[src/design/adjdfs_pkg.sv]
`default_nettype none
package adjdfs_pkg;

  // node indices on the ports are four bits wide, so edges live in a 16 x 16 matrix
  localparam int IDX_W         = 4;
  localparam int IDX_SPAN      = 1 << IDX_W;
  localparam int LABEL_W       = 8;
  localparam int DEF_MAX_NODES = 16;

  typedef logic [IDX_W-1:0]    idx_t;
  typedef logic [IDX_SPAN-1:0] mask_t;
  typedef logic [LABEL_W-1:0]  label_t;

  typedef enum logic [1:0] {
    OP_ADD_NODE   = 2'd0,
    OP_ADD_EDGE   = 2'd1,
    OP_CHECK_EDGE = 2'd2,
    OP_SEARCH     = 2'd3
  } op_t;

  typedef enum logic [1:0] {
    ST_OK       = 2'd0,
    ST_NOT_NODE = 2'd1,
    ST_FULL     = 2'd2
  } status_t;

  typedef enum logic [3:0] {
    S_IDLE = 4'b0001,
    S_EXEC = 4'b0010,
    S_LBL  = 4'b0100,
    S_WALK = 4'b1000
  } state_t;

  // sequencer to graph store
  typedef struct packed {
    logic   add_node;
    logic   add_edge;
    logic   lbl_rd_en;
    label_t label;
    idx_t   src;
    idx_t   dst;
    idx_t   row_sel;
    idx_t   lbl_raddr;
  } store_req_t;

  // graph store to sequencer
  typedef struct packed {
    mask_t  node_mask;
    logic   full;
    mask_t  row;
    label_t lbl_rdata;
  } store_rsp_t;

  typedef struct packed {
    status_t status;
    logic    edge_present;
    idx_t    visit_index;
    label_t  visit_label;
    logic    last;
  } result_t;

endpackage
`default_nettype wire

[src/design/adjacency_matrix_dfs.sv]
// directed graph in a bit adjacency matrix with a depth-first search engine
//
// input channel (in_valid/in_ready) takes one opcode transaction at a time:
// add node (label_in), add edge and check edge (src_node, dst_node), or a
// depth-first search from src_node. in_ready is high only while idle.
// output channel (out_valid/out_ready) gives status, edge_present,
// visit_index, visit_label and last; last marks the final result of a
// transaction. add node, add edge, check edge and a bad search source give
// one result, registered from the execute state once the output register is
// free; in_ready returns when the block is back in idle. a search gives one
// result per newly visited node in pre-order; each visited node takes a
// label memory read state and a neighbour pick state, and each stack pop a
// walk step of its own, set by the single-step neighbour picker and the label
// memory port. reset clears the adjacency matrix and node count; labels are
// undefined until written. a stalled receiver holds the output register and
// the walk waits at the next result, so nothing is lost or repeated.
`default_nettype none
module adjacency_matrix_dfs #(
  parameter int MAX_NODES = adjdfs_pkg::DEF_MAX_NODES
) (
  input  wire        clk,
  input  wire        rst,
  input  wire        in_valid,
  output logic       in_ready,
  input  wire  [1:0] opcode,
  input  wire  [3:0] src_node,
  input  wire  [3:0] dst_node,
  input  wire  [7:0] label_in,
  output logic       out_valid,
  input  wire        out_ready,
  output logic [1:0] status,
  output logic       edge_present,
  output logic [3:0] visit_index,
  output logic [7:0] visit_label,
  output logic       last
);
  import adjdfs_pkg::*;

  store_req_t store_req;
  store_rsp_t store_rsp;
  logic       out_free;
  logic       res_push;
  result_t    res;

  // output register frees up in the same cycle it is taken
  assign out_free = !out_valid || out_ready;

  adjdfs_store #(
    .MAX_NODES(MAX_NODES)
  ) u_store (
    .clk (clk),
    .rst (rst),
    .req (store_req),
    .rsp (store_rsp)
  );

  adjdfs_ctrl u_ctrl (
    .clk       (clk),
    .rst       (rst),
    .in_valid  (in_valid),
    .in_ready  (in_ready),
    .opcode    (opcode),
    .src_node  (src_node),
    .dst_node  (dst_node),
    .label_in  (label_in),
    .store_req (store_req),
    .store_rsp (store_rsp),
    .out_free  (out_free),
    .res_push  (res_push),
    .res       (res)
  );

  // output register, valid cleared by reset
  always_ff @(posedge clk) begin
    if (rst) begin
      out_valid <= 1'b0;
    end else if (res_push) begin
      out_valid <= 1'b1;
    end else if (out_ready) begin
      out_valid <= 1'b0;
    end
  end

  always_ff @(posedge clk) begin
    if (res_push) begin
      status       <= res.status;
      edge_present <= res.edge_present;
      visit_index  <= res.visit_index;
      visit_label  <= res.visit_label;
      last         <= res.last;
    end
  end

endmodule
`default_nettype wire

[src/design/adjdfs_store.sv]
`default_nettype none
module adjdfs_store #(
  parameter int MAX_NODES = adjdfs_pkg::DEF_MAX_NODES
) (
  input  wire                    clk,
  input  wire                    rst,
  input  adjdfs_pkg::store_req_t req,
  output adjdfs_pkg::store_rsp_t rsp
);
  import adjdfs_pkg::*;

  localparam int CNT_W  = $clog2(MAX_NODES + 1);
  localparam int LBL_AW = $clog2(MAX_NODES);

  mask_t              adj [IDX_SPAN];
  logic [CNT_W-1:0]   node_count;
  label_t             labels [MAX_NODES];
  label_t             lbl_rdata;

  // adjacency matrix and node count
  always_ff @(posedge clk) begin
    if (rst) begin
      for (int i = 0; i < IDX_SPAN; i++) begin
        adj[i] <= '0;
      end
      node_count <= '0;
    end else begin
      if (req.add_edge) begin
        adj[req.src][req.dst] <= 1'b1;
      end
      if (req.add_node) begin
        node_count <= node_count + CNT_W'(1);
      end
    end
  end

  // label memory, registered read
  always_ff @(posedge clk) begin
    if (req.add_node) begin
      labels[LBL_AW'(node_count)] <= req.label;
    end
    if (req.lbl_rd_en) begin
      lbl_rdata <= labels[LBL_AW'(req.lbl_raddr)];
    end
  end

  always_comb begin
    for (int i = 0; i < IDX_SPAN; i++) begin
      rsp.node_mask[i] = (int'(node_count) > i);
    end
    rsp.full      = (node_count == CNT_W'(MAX_NODES));
    rsp.row       = adj[req.row_sel];
    rsp.lbl_rdata = lbl_rdata;
  end

endmodule
`default_nettype wire

[src/design/adjdfs_ctrl.sv]
`default_nettype none
module adjdfs_ctrl (
  input  wire                    clk,
  input  wire                    rst,
  input  wire                    in_valid,
  output logic                   in_ready,
  input  wire [1:0]              opcode,
  input  wire [3:0]              src_node,
  input  wire [3:0]              dst_node,
  input  wire [7:0]              label_in,
  output adjdfs_pkg::store_req_t store_req,
  input  adjdfs_pkg::store_rsp_t store_rsp,
  input  wire                    out_free,
  output logic                   res_push,
  output adjdfs_pkg::result_t    res
);
  import adjdfs_pkg::*;

  state_t state, state_next;

  op_t    op_q;
  idx_t   src_q;
  idx_t   dst_q;
  label_t label_q;

  mask_t          visited;
  idx_t           cur;
  idx_t           stack [IDX_SPAN];
  logic [IDX_W:0] sp;
  idx_t           pend_idx;
  label_t         pend_label;

  mask_t cand;
  logic  cand_any;
  idx_t  nxt;
  idx_t  sp_top;
  logic  ends_ok;

  assign in_ready = (state == S_IDLE);
  assign sp_top   = IDX_W'(sp - (IDX_W+1)'(1));
  assign ends_ok  = store_rsp.node_mask[src_q] & store_rsp.node_mask[dst_q];

  // unvisited neighbours of the current node, lowest index first
  assign cand     = store_rsp.row & ~visited & store_rsp.node_mask;
  assign cand_any = |cand;

  always_comb begin
    nxt = '0;
    for (int i = IDX_SPAN - 1; i >= 0; i--) begin
      if (cand[i]) nxt = IDX_W'(i);
    end
  end

  always_comb begin
    state_next          = state;
    res_push            = 1'b0;
    res                 = '0;
    res.status          = ST_OK;
    store_req           = '0;
    store_req.label     = label_q;
    store_req.src       = src_q;
    store_req.dst       = dst_q;
    store_req.row_sel   = (state == S_WALK) ? cur : src_q;
    store_req.lbl_raddr = (state == S_EXEC) ? src_q : nxt;
    case (state)
      S_IDLE: begin
        if (in_valid) state_next = S_EXEC;
      end
      S_EXEC: begin
        if (out_free) begin
          res.last   = 1'b1;
          state_next = S_IDLE;
          case (op_q)
            OP_ADD_NODE: begin
              res_push           = 1'b1;
              res.status         = store_rsp.full ? ST_FULL : ST_OK;
              store_req.add_node = !store_rsp.full;
            end
            OP_ADD_EDGE: begin
              res_push           = 1'b1;
              res.status         = ends_ok ? ST_OK : ST_NOT_NODE;
              store_req.add_edge = ends_ok;
            end
            OP_CHECK_EDGE: begin
              res_push         = 1'b1;
              res.status       = ends_ok ? ST_OK : ST_NOT_NODE;
              res.edge_present = ends_ok & store_rsp.row[dst_q];
            end
            OP_SEARCH: begin
              if (store_rsp.node_mask[src_q]) begin
                store_req.lbl_rd_en = 1'b1;
                state_next          = S_LBL;
              end else begin
                res_push   = 1'b1;
                res.status = ST_NOT_NODE;
              end
            end
            default: ;
          endcase
        end
      end
      S_LBL: begin
        state_next = S_WALK;
      end
      S_WALK: begin
        res.visit_index = pend_idx;
        res.visit_label = pend_label;
        if (cand_any) begin
          if (out_free) begin
            res_push            = 1'b1;
            store_req.lbl_rd_en = 1'b1;
            state_next          = S_LBL;
          end
        end else if (sp == '0) begin
          if (out_free) begin
            res_push   = 1'b1;
            res.last   = 1'b1;
            state_next = S_IDLE;
          end
        end
      end
      default: state_next = S_IDLE;
    endcase
  end

  always_ff @(posedge clk) begin
    if (rst) begin
      state   <= S_IDLE;
      sp      <= '0;
      visited <= '0;
    end else begin
      state <= state_next;
      if (state == S_EXEC && state_next == S_LBL) begin
        visited  <= mask_t'(1) << src_q;
        cur      <= src_q;
        pend_idx <= src_q;
        sp       <= '0;
      end
      if (state == S_WALK) begin
        if (cand_any) begin
          if (out_free) begin
            visited   <= visited | (mask_t'(1) << nxt);
            stack[IDX_W'(sp)] <= cur;
            sp        <= sp + (IDX_W+1)'(1);
            cur       <= nxt;
            pend_idx  <= nxt;
          end
        end else if (sp != '0) begin
          cur <= stack[sp_top];
          sp  <= sp - (IDX_W+1)'(1);
        end
      end
    end
  end

  // payload registers
  always_ff @(posedge clk) begin
    if (in_valid && in_ready) begin
      op_q    <= op_t'(opcode);
      src_q   <= src_node;
      dst_q   <= dst_node;
      label_q <= label_in;
    end
    if (state == S_LBL) begin
      pend_label <= store_rsp.lbl_rdata;
    end
  end

  a_push_room: assert property (@(posedge clk) disable iff (rst)
    res_push |-> out_free)
    else $error("result pushed into a full output register");

  a_idle_stack_empty: assert property (@(posedge clk) disable iff (rst)
    (state == S_IDLE) |-> (sp == '0))
    else $error("stack not empty between transactions");

  a_cur_visited: assert property (@(posedge clk) disable iff (rst)
    (state == S_WALK) |-> visited[cur])
    else $error("walking from an unvisited node");

  a_visited_nodes: assert property (@(posedge clk) disable iff (rst)
    (state == S_WALK) |-> ((visited & ~store_rsp.node_mask) == '0))
    else $error("visited mark on an index that is not a node");

endmodule
`default_nettype wire
[config.mk]
export PLATFORM = sky130hd
export DESIGN_NAME = adjacency_matrix_dfs
export DESIGN_NICKNAME = d
export VERILOG_FILES = /design/src/design/adjdfs_pkg.sv /design/src/design/adjacency_matrix_dfs.sv /design/src/design/adjdfs_store.sv /design/src/design/adjdfs_ctrl.sv
export SDC_FILE = /design/constraint.sdc
export NUM_CORES = 1
export LEC_CHECK = 0
export ABC_AREA = 1
export BUFFER_PORTS_ARGS = -buffer_cell sky130_fd_sc_hd__buf_4
export CAP_MARGIN = 25
export CELL_PAD_IN_SITES_DETAIL_PLACEMENT = 0
export CELL_PAD_IN_SITES_GLOBAL_PLACEMENT = 1
export CORE_ASPECT_RATIO = 1.2
export CORE_MARGIN = 2
export CORE_UTILIZATION = 45
export DETAILED_ROUTE_END_ITERATION = 8
export PLACE_DENSITY_LB_ADDON = 0.1
export SYNTH_ARGS = -nofsm -noshare
export SYNTH_HDL_FRONTEND = slang
export SYNTH_SLANG_ARGS = --single-unit
[constraint.sdc]
create_clock -name clk -period 9.85 [get_ports clk]
set_clock_uncertainty 0.05 [all_clocks]
set_input_delay 0.4925 -clock clk [delete_from_list [all_inputs] [get_ports clk]]
set_output_delay 0.4925 -clock clk [all_outputs]
set_load 0.01 [all_outputs]
After elaboration in Yosys (flattened, before gate mapping)
Memories as Yosys holds them, arrays and structs flattened. A register that Yosys moved wholly into a read port is not among the register bits.
Index checks and enable logic that the tools add are counted.
Storage, ports and cells
  bits in registers: 81
  memory bits (writable): 448
  bits of input ports: 22
  output and inout port bits: 18
  word-level logic and storage cells: 164
  memories: 3
Memories
  u_store.adj: depth 16, bits a word 16, read ports 1, clocked after memory_dff 0, wr ports 16, RTL line adjdfs_store.sv:15  | mask_t adj [IDX_SPAN];
  u_store.labels: depth 16, bits a word 8, read ports 1, clocked after memory_dff 1, wr ports 1, RTL line adjdfs_store.sv:17  | label_t labels [MAX_NODES];
  u_ctrl.stack: depth 16, bits a word 4, read ports 1, clocked after memory_dff 0, wr ports 1, RTL line adjdfs_ctrl.sv:28  | idx_t stack [IDX_SPAN];
Cells by class
  add/subtract/negate cells: 3
  magnitude comparators: 19
  equal/unequal tests: 9
  shift operators: 2
  multiplexer cells: 89
  bitwise operators: 6
  reductions and logical operators: 16
Operator list (count)
  4-bit 2-to-1 mux: 34
  16-bit 2-to-1 mux: 7
  5-bit by 4-bit greater-than comparator with 1-bit output, second input constant: 8
  16-bit bitwise AND: 2
  16-bit OR reduction: 2
  1-bit by 4-bit << shifter with 16-bit output, first input constant: 2
  1-bit 2-to-1 mux: 28
  5-bit 2-to-1 mux: 5
  5-bit by 3-bit greater-than comparator with 1-bit output, second input constant: 4
  16-bit inverter: 1
  16-bit OR: 1
  4-bit one-hot mux with 4 select lines: 1
  1-bit binary-select mux with 4-bit select: 3
  5-bit by 1-bit adder with 5-bit output, second input constant: 2
  5-bit by 1-bit greater-than comparator with 1-bit output, second input constant: 2
  5-bit by 2-bit greater-than comparator with 1-bit output, second input constant: 2
  4-bit by 5-bit less-than comparator with 1-bit output, second input constant: 2
  3-bit 2-to-1 mux: 3
  4-bit by 3-bit equality test with 1-bit output, second input constant: 2
  1-bit one-hot mux with 2 select lines: 4
  2-bit one-hot mux with 3 select lines: 1
  5-bit equality test, second input constant: 1
  5-bit logical NOT: 1
  5-bit nonzero test: 1
  19 further kinds: 25

Logic depth before layout (Yosys ltp)
An unclocked memory read counts as a cell.
  depth in word-level cells: 26
  depth in mapped cells: 35
  depth with buffers taken out: 33

Modules after synthesis
From an unflattened synthesis, not the netlist that was laid out.
Unflattened totals
  cells, all modules: 2759
  area, all modules: 23729.0 sq um
Modules (own cells, without submodules)
  adjdfs_store: times used 1, cells an instance 2056, area each 16911.2 sq um, seq. area each 9308.9 sq um
  adjdfs_ctrl: times used 1, cells an instance 682, area each 6294.8 sq um, seq. area each 3443.3 sq um
  adjacency_matrix_dfs: times used 1, cells an instance 21, area each 523.0 sq um, seq. area each 500.5 sq um

Least setup slack after synthesis
Ideal clock, no wire load.
  path type: register to register
  start: reg u_ctrl.cur[0]
  end: reg edge_present, enable pin
  setup time: 0.373 ns
  data arrival time: 3.094 ns
  required time: 9.427 ns
  path slack: 6.333 ns
  stages on the path, launching flop included: 18
  clock period less this slack: 3.517 ns
  cells stage by stage: edfxtp_1 -> nand3_1 -> nand2_2 -> buf_2 -> buf_2 -> a21oi_1 -> o311ai_1 -> nand4_1 -> nand2_1 -> nor2_2 -> nand2_2 -> nor2_4 -> inv_2 -> nand2_2 -> nor2_4 -> inv_2 -> buf_4 -> nand2_1
Between the ends
  word-level cells in the longest chain between the ends: 7
Ends and longest elaborated chain
  from (decl): RTL line adjdfs_ctrl.sv:27  | idx_t cur;
  from (signal assigned): RTL line adjdfs_ctrl.sv:135  | cur <= src_q;
  from (signal assigned): RTL line adjdfs_ctrl.sv:145  | cur <= nxt;
  from (signal assigned): RTL line adjdfs_ctrl.sv:149  | cur <= stack[sp_top];
  4-bit 2-to-1 mux: RTL line adjdfs_ctrl.sv:63  | store_req.row_sel = (state == S_WALK) ? cur : src_q;
  memory 16 x 16 bit
  16-bit bitwise AND (2 in series): RTL line adjdfs_ctrl.sv:44  | assign cand = store_rsp.row & ~visited & store_rsp.node_mask;
  16-bit OR reduction: RTL line adjdfs_ctrl.sv:45  | assign cand_any = |cand;
  1-bit 2-to-1 mux: RTL line adjdfs_ctrl.sv:108  | if (cand_any) begin
  1-bit one-hot mux with 2 select lines: RTL line adjdfs_ctrl.sv:65  | case (state)
  named net res_push: RTL line adjacency_matrix_dfs.sv:42  | logic res_push;
  to (signal assigned): RTL line adjacency_matrix_dfs.sv:87  | edge_present <= res.edge_present;
  to (decl): RTL line adjacency_matrix_dfs.sv:32  | output logic edge_present,
The timed path passes the listed nets, and every way through them passes these cells.
A chain may end at the register's enable or synchronous reset.

Worst setup path after layout
  start: reg u_ctrl.state[2]
  end: reg u_store.lbl_rdata[4] (read register of u_store.labels), data pin
Between the ends
  word-level cells in the longest chain between the ends: 22
Ends and longest elaborated chain
  from (decl): RTL line adjdfs_ctrl.sv:19  | state_t state, state_next;
  from (signal assigned): RTL line adjdfs_ctrl.sv:132  | state <= state_next;
  4-bit equality test: RTL line adjdfs_ctrl.sv:63, adjdfs_ctrl.sv:65
  4-bit 2-to-1 mux: RTL line adjdfs_ctrl.sv:63
  memory 16 x 16 bit
  16-bit bitwise AND (2 in series): RTL line adjdfs_ctrl.sv:44
  4-bit 2-to-1 mux (16 in series): RTL line adjdfs_ctrl.sv:50  | if (cand[i]) nxt = IDX_W'(i);
  4-bit 2-to-1 mux: RTL line adjdfs_ctrl.sv:64  | store_req.lbl_raddr = (state == S_EXEC) ? src_q : nxt;
  to (decl): RTL line adjdfs_store.sv:18  | label_t lbl_rdata;
Several ways; a longest one is shown, not always the timed one.

==> impl_metrics.json <==
{
  "drt_first_iter_violations": 1676,
  "dpl_cell_area_um2": 24200,
  "hold_viol": 0,
  "drive_gt1_frac": 0.0808,
  "worst_pin_slew_ns": 1.09,
  "die_w_um": 212,
  "fp.dieH_um": 254,
  "slew_viol_final": 0,
  "drc": 0,
  "crit_arrival_ns": 6.33,
  "area_growth_pct": 12.7,
  "path_cells": "nor2_4 -> nand2_2 -> nand2_2 -> nand2_4 -> buf_4 -> o21ai_0 -> o221ai_1 -> o311ai_1 -> nand4_1 -> nand2_1 -> nand2_2 -> nand2_2 -> nand3_2 -> buf_4 -> nand2_4 -> nand2_1 -> nand2_1 -> nand2_1 -> nand3_1 -> nand3_1 -> nand2_1",
  "crit_buf_inv": 2,
  "coreArea_um2": 51400,
  "period_share": 0.610,
  "synth_seq_cells": 537,
  "start_util": 0.456,
  "path_clk_slew_ns": 0.06,
  "drtAntennaViolNets": 0,
  "firstDrtPassIters": 6,
  "max_freq_mhz": 166,
  "synth.net_count": 2654,
  "cts-resized-gates": 0,
  "cts_buffer_depth": 3,
  "cts_buffers": 54,
  "path_class": "register to register",
  "netlist_area_um2": 23400,
  "tns_ns": 0,
  "dp_cells": 3226,
  "max_cap_violations": 0,
  "die-area_um2": 53800,
  "postSynthCellCount": 2619,
  "crit_top_cell": "nand2_1",
  "worstSetupEndpointType": "register",
  "yosysSeqAreaShare": 0.566,
  "hpwl_mm": 45.1,
  "routed_wirelength_mm": 72.0,
  "crit_required_ns": 10.16,
  "async_flop_share": 0,
  "rsz0062_at_grt": "no",
  "num_rows": 91,
  "ys_warn_count": 0,
  "cpLargestDelayFamily": "simple AND/OR/NAND/NOR gates",
  "place.gp.congestion": 0.880,
  "vias": 18800,
  "syn_area_per_cell_um2": 8.93,
  "finalPower_mw": 5.05,
  "insertion_delay_ns": 0.62,
  "grt_pass1_vias": 17800,
  "crit_fanout": 65,
  "holdCritPathClass": "primary input to register",
  "synth-edff-count": 250,
  "setup_viol": 0,
  "viasPerCell": 5.61,
  "final_cell_area_um2": 26400,
  "io_pins": 40,
  "grt_max_degree": 103,
  "grt_usage": 0.267,
  "cts_sinks": 537,
  "slowest_stage": "nand2_4",
  "synth_top_flop_cell": "dfxtp_1",
  "grt_pass1_wl_mm": 109,
  "max_stage_delay_ns": 0.61,
  "maxSlewHeadroom": 0.272,
  "htree_levels": 2,
  "finalNonFillerCells": 3344,
  "wl_per_cell_um": 21.5,
  "fin_nets": 2636,
  "cts_tree": "done",
  "hold_slack_ns": 0.0289,
  "peakVddDrop_mv": 0.145,
  "status": "completed",
  "fin_crit_ns": 6.01,
  "antenna_found_initial": 0,
  "root_buffer": "clkbuf_16",
  "grt-ovfl-total": 0,
  "start_kind": "register",
  "netlist-cell-type-count": 50,
  "leakage_nw": 9.48,
  "powerDensity_nw_per_um2": 191,
  "antenna_cells": 0,
  "port_buffers": 39
}
logic make-up after synthesis:
family          after synthesis  share of synthesized area
simple gates                912                      0.167
xor+xnor                      5                    0.00187
fa+ha+maj                    13                    0.00695
flops                       537                      0.566
mux                          12                    0.00513
compound gates              628                      0.163
buf+inv                     512                     0.0891
registers in the layout, summed over array words and instances (netlist names), 5 cells and up:
| signal | cells |
|---|---|
| u_store.node_count | 5 |
| u_store.labels | 128 |
| u_ctrl.visited | 16 |
| u_store.adj | 256 |
| u_ctrl.sp | 5 |
| u_store.lbl_rdata | 8 |
| u_ctrl.stack | 64 |
| u_ctrl.label_q | 8 |
| visit_label | 8 |
| u_ctrl.pend_label | 8 |
metrics by stage:
step,worst slack (ns),utilization
detailed placement,3.85,0.471
finish,3.84,0.514
floorplan,6.33,-
global placement,3.87,0.468
global route,3.33,0.514
CTS,3.81,0.513
metal layers:
| layer | track usage | up-vias | wire length (µm) |
|---|---|---|---|
| li1 | - | 8987 | - |
| met1 | 0.350 | 9082 | 30700 |
| met2 | 0.454 | 587 | 35300 |
| met3 | 0.0360 | 117 | 3790 |
| met4 | 0.0911 | 0 | 2170 |
| met5 | 0 | - | 0 |
final timing paths:
kind         slack [ns]                    to  cells past startpoint          startpoint
max                3.84  u_store.lbl_rdata[4]                     21     u_ctrl.state[2]
min                0.03       u_ctrl.dst_q[2]                      1         dst_node[2]
max reg2reg        3.84  u_store.lbl_rdata[4]                     21     u_ctrl.state[2]
min reg2reg        0.41    u_store.adj[12][2]                      2  u_store.adj[12][2]
Yosys cell counts (4+ instances only):
library cell | number | area (µm²)
a21oi_1 | 78 | 390
buf_4 | 7 | 52.6
nand4_1 | 13 | 81.3
nor2_1 | 196 | 736
nand2_1 | 417 | 1570
o221ai_1 | 34 | 298
nand2_2 | 8 | 50.1
o211ai_1 | 42 | 315
mux2i_1 | 12 | 120
o22ai_1 | 170 | 1060
o21ai_1 | 9 | 45.0
o21ai_0 | 228 | 1140
buf_6 | 9 | 101
a31oi_1 | 12 | 75.1
inv_2 | 14 | 52.6
edfxtp_1 | 250 | 7510
ha_1 | 13 | 163
a211oi_1 | 4 | 30.0
o31ai_1 | 6 | 45.0
o311ai_0 | 9 | 78.8
buf_2 | 55 | 275
dfxtp_1 | 287 | 5750
inv_1 | 333 | 1250
nand3_1 | 246 | 1230
o311ai_1 | 10 | 87.6
nor3_1 | 10 | 50.1
o32ai_1 | 4 | 35.0
nand3_2 | 10 | 100
clkbuf_1 | 88 | 330
cell type report:
cell class | instances | area, µm²
clock buffer | 73 | 1550
clock inverter | 29 | 452
fill | 4812 | 25000
inverter | 350 | 1320
multi-input combinational | 1570 | 8080
sequential | 537 | 13300
tap | 697 | 872
timing repair buffer | 88 | 851
layout by cell type (no fill, tap or decap), types with 6 or more instances in the layout:
master / Yosys / final
nand2_2: 8 / 7
nand2_1: 417 / 416
o221ai_1: 34 / 34
dlygate4sd3_1: 0 / 14
buf_4: 7 / 64
o31ai_1: 6 / 6
mux2i_1: 12 / 12
nand3_2: 10 / 10
clkbuf_1: 88 / 10
a31oi_1: 12 / 12
ha_1: 13 / 13
edfxtp_1: 250 / 250
o21ai_0: 228 / 228
nor3_1: 10 / 10
nor2_1: 196 / 195
nand4_1: 13 / 13
inv_1: 333 / 333
o211ai_1: 42 / 42
clkinv_2: 0 / 10
inv_2: 14 / 13
nand3_1: 246 / 246
bufinv_16: 0 / 12
o311ai_1: 10 / 10
clkbuf_16: 0 / 57
o21ai_1: 9 / 9
o311ai_0: 9 / 9
dfxtp_1: 287 / 287
clkinv_1: 3 / 7
clkbuf_8: 0 / 6
buf_16: 0 / 7
a21oi_1: 78 / 78
o22ai_1: 170 / 170
power breakdown:
part / switching, mW / internal, mW
Clock: 0.884 / 1.41
Combinational: 0.270 / 0.102
Sequential: 0.0279 / 2.35
what timing repair did:
action,4_1_cts,5_1_grt
hold buffers,14,0
hold endpoints to repair,14,0
buffers inserted,0,0
Power figures use the tool's default switching activity.
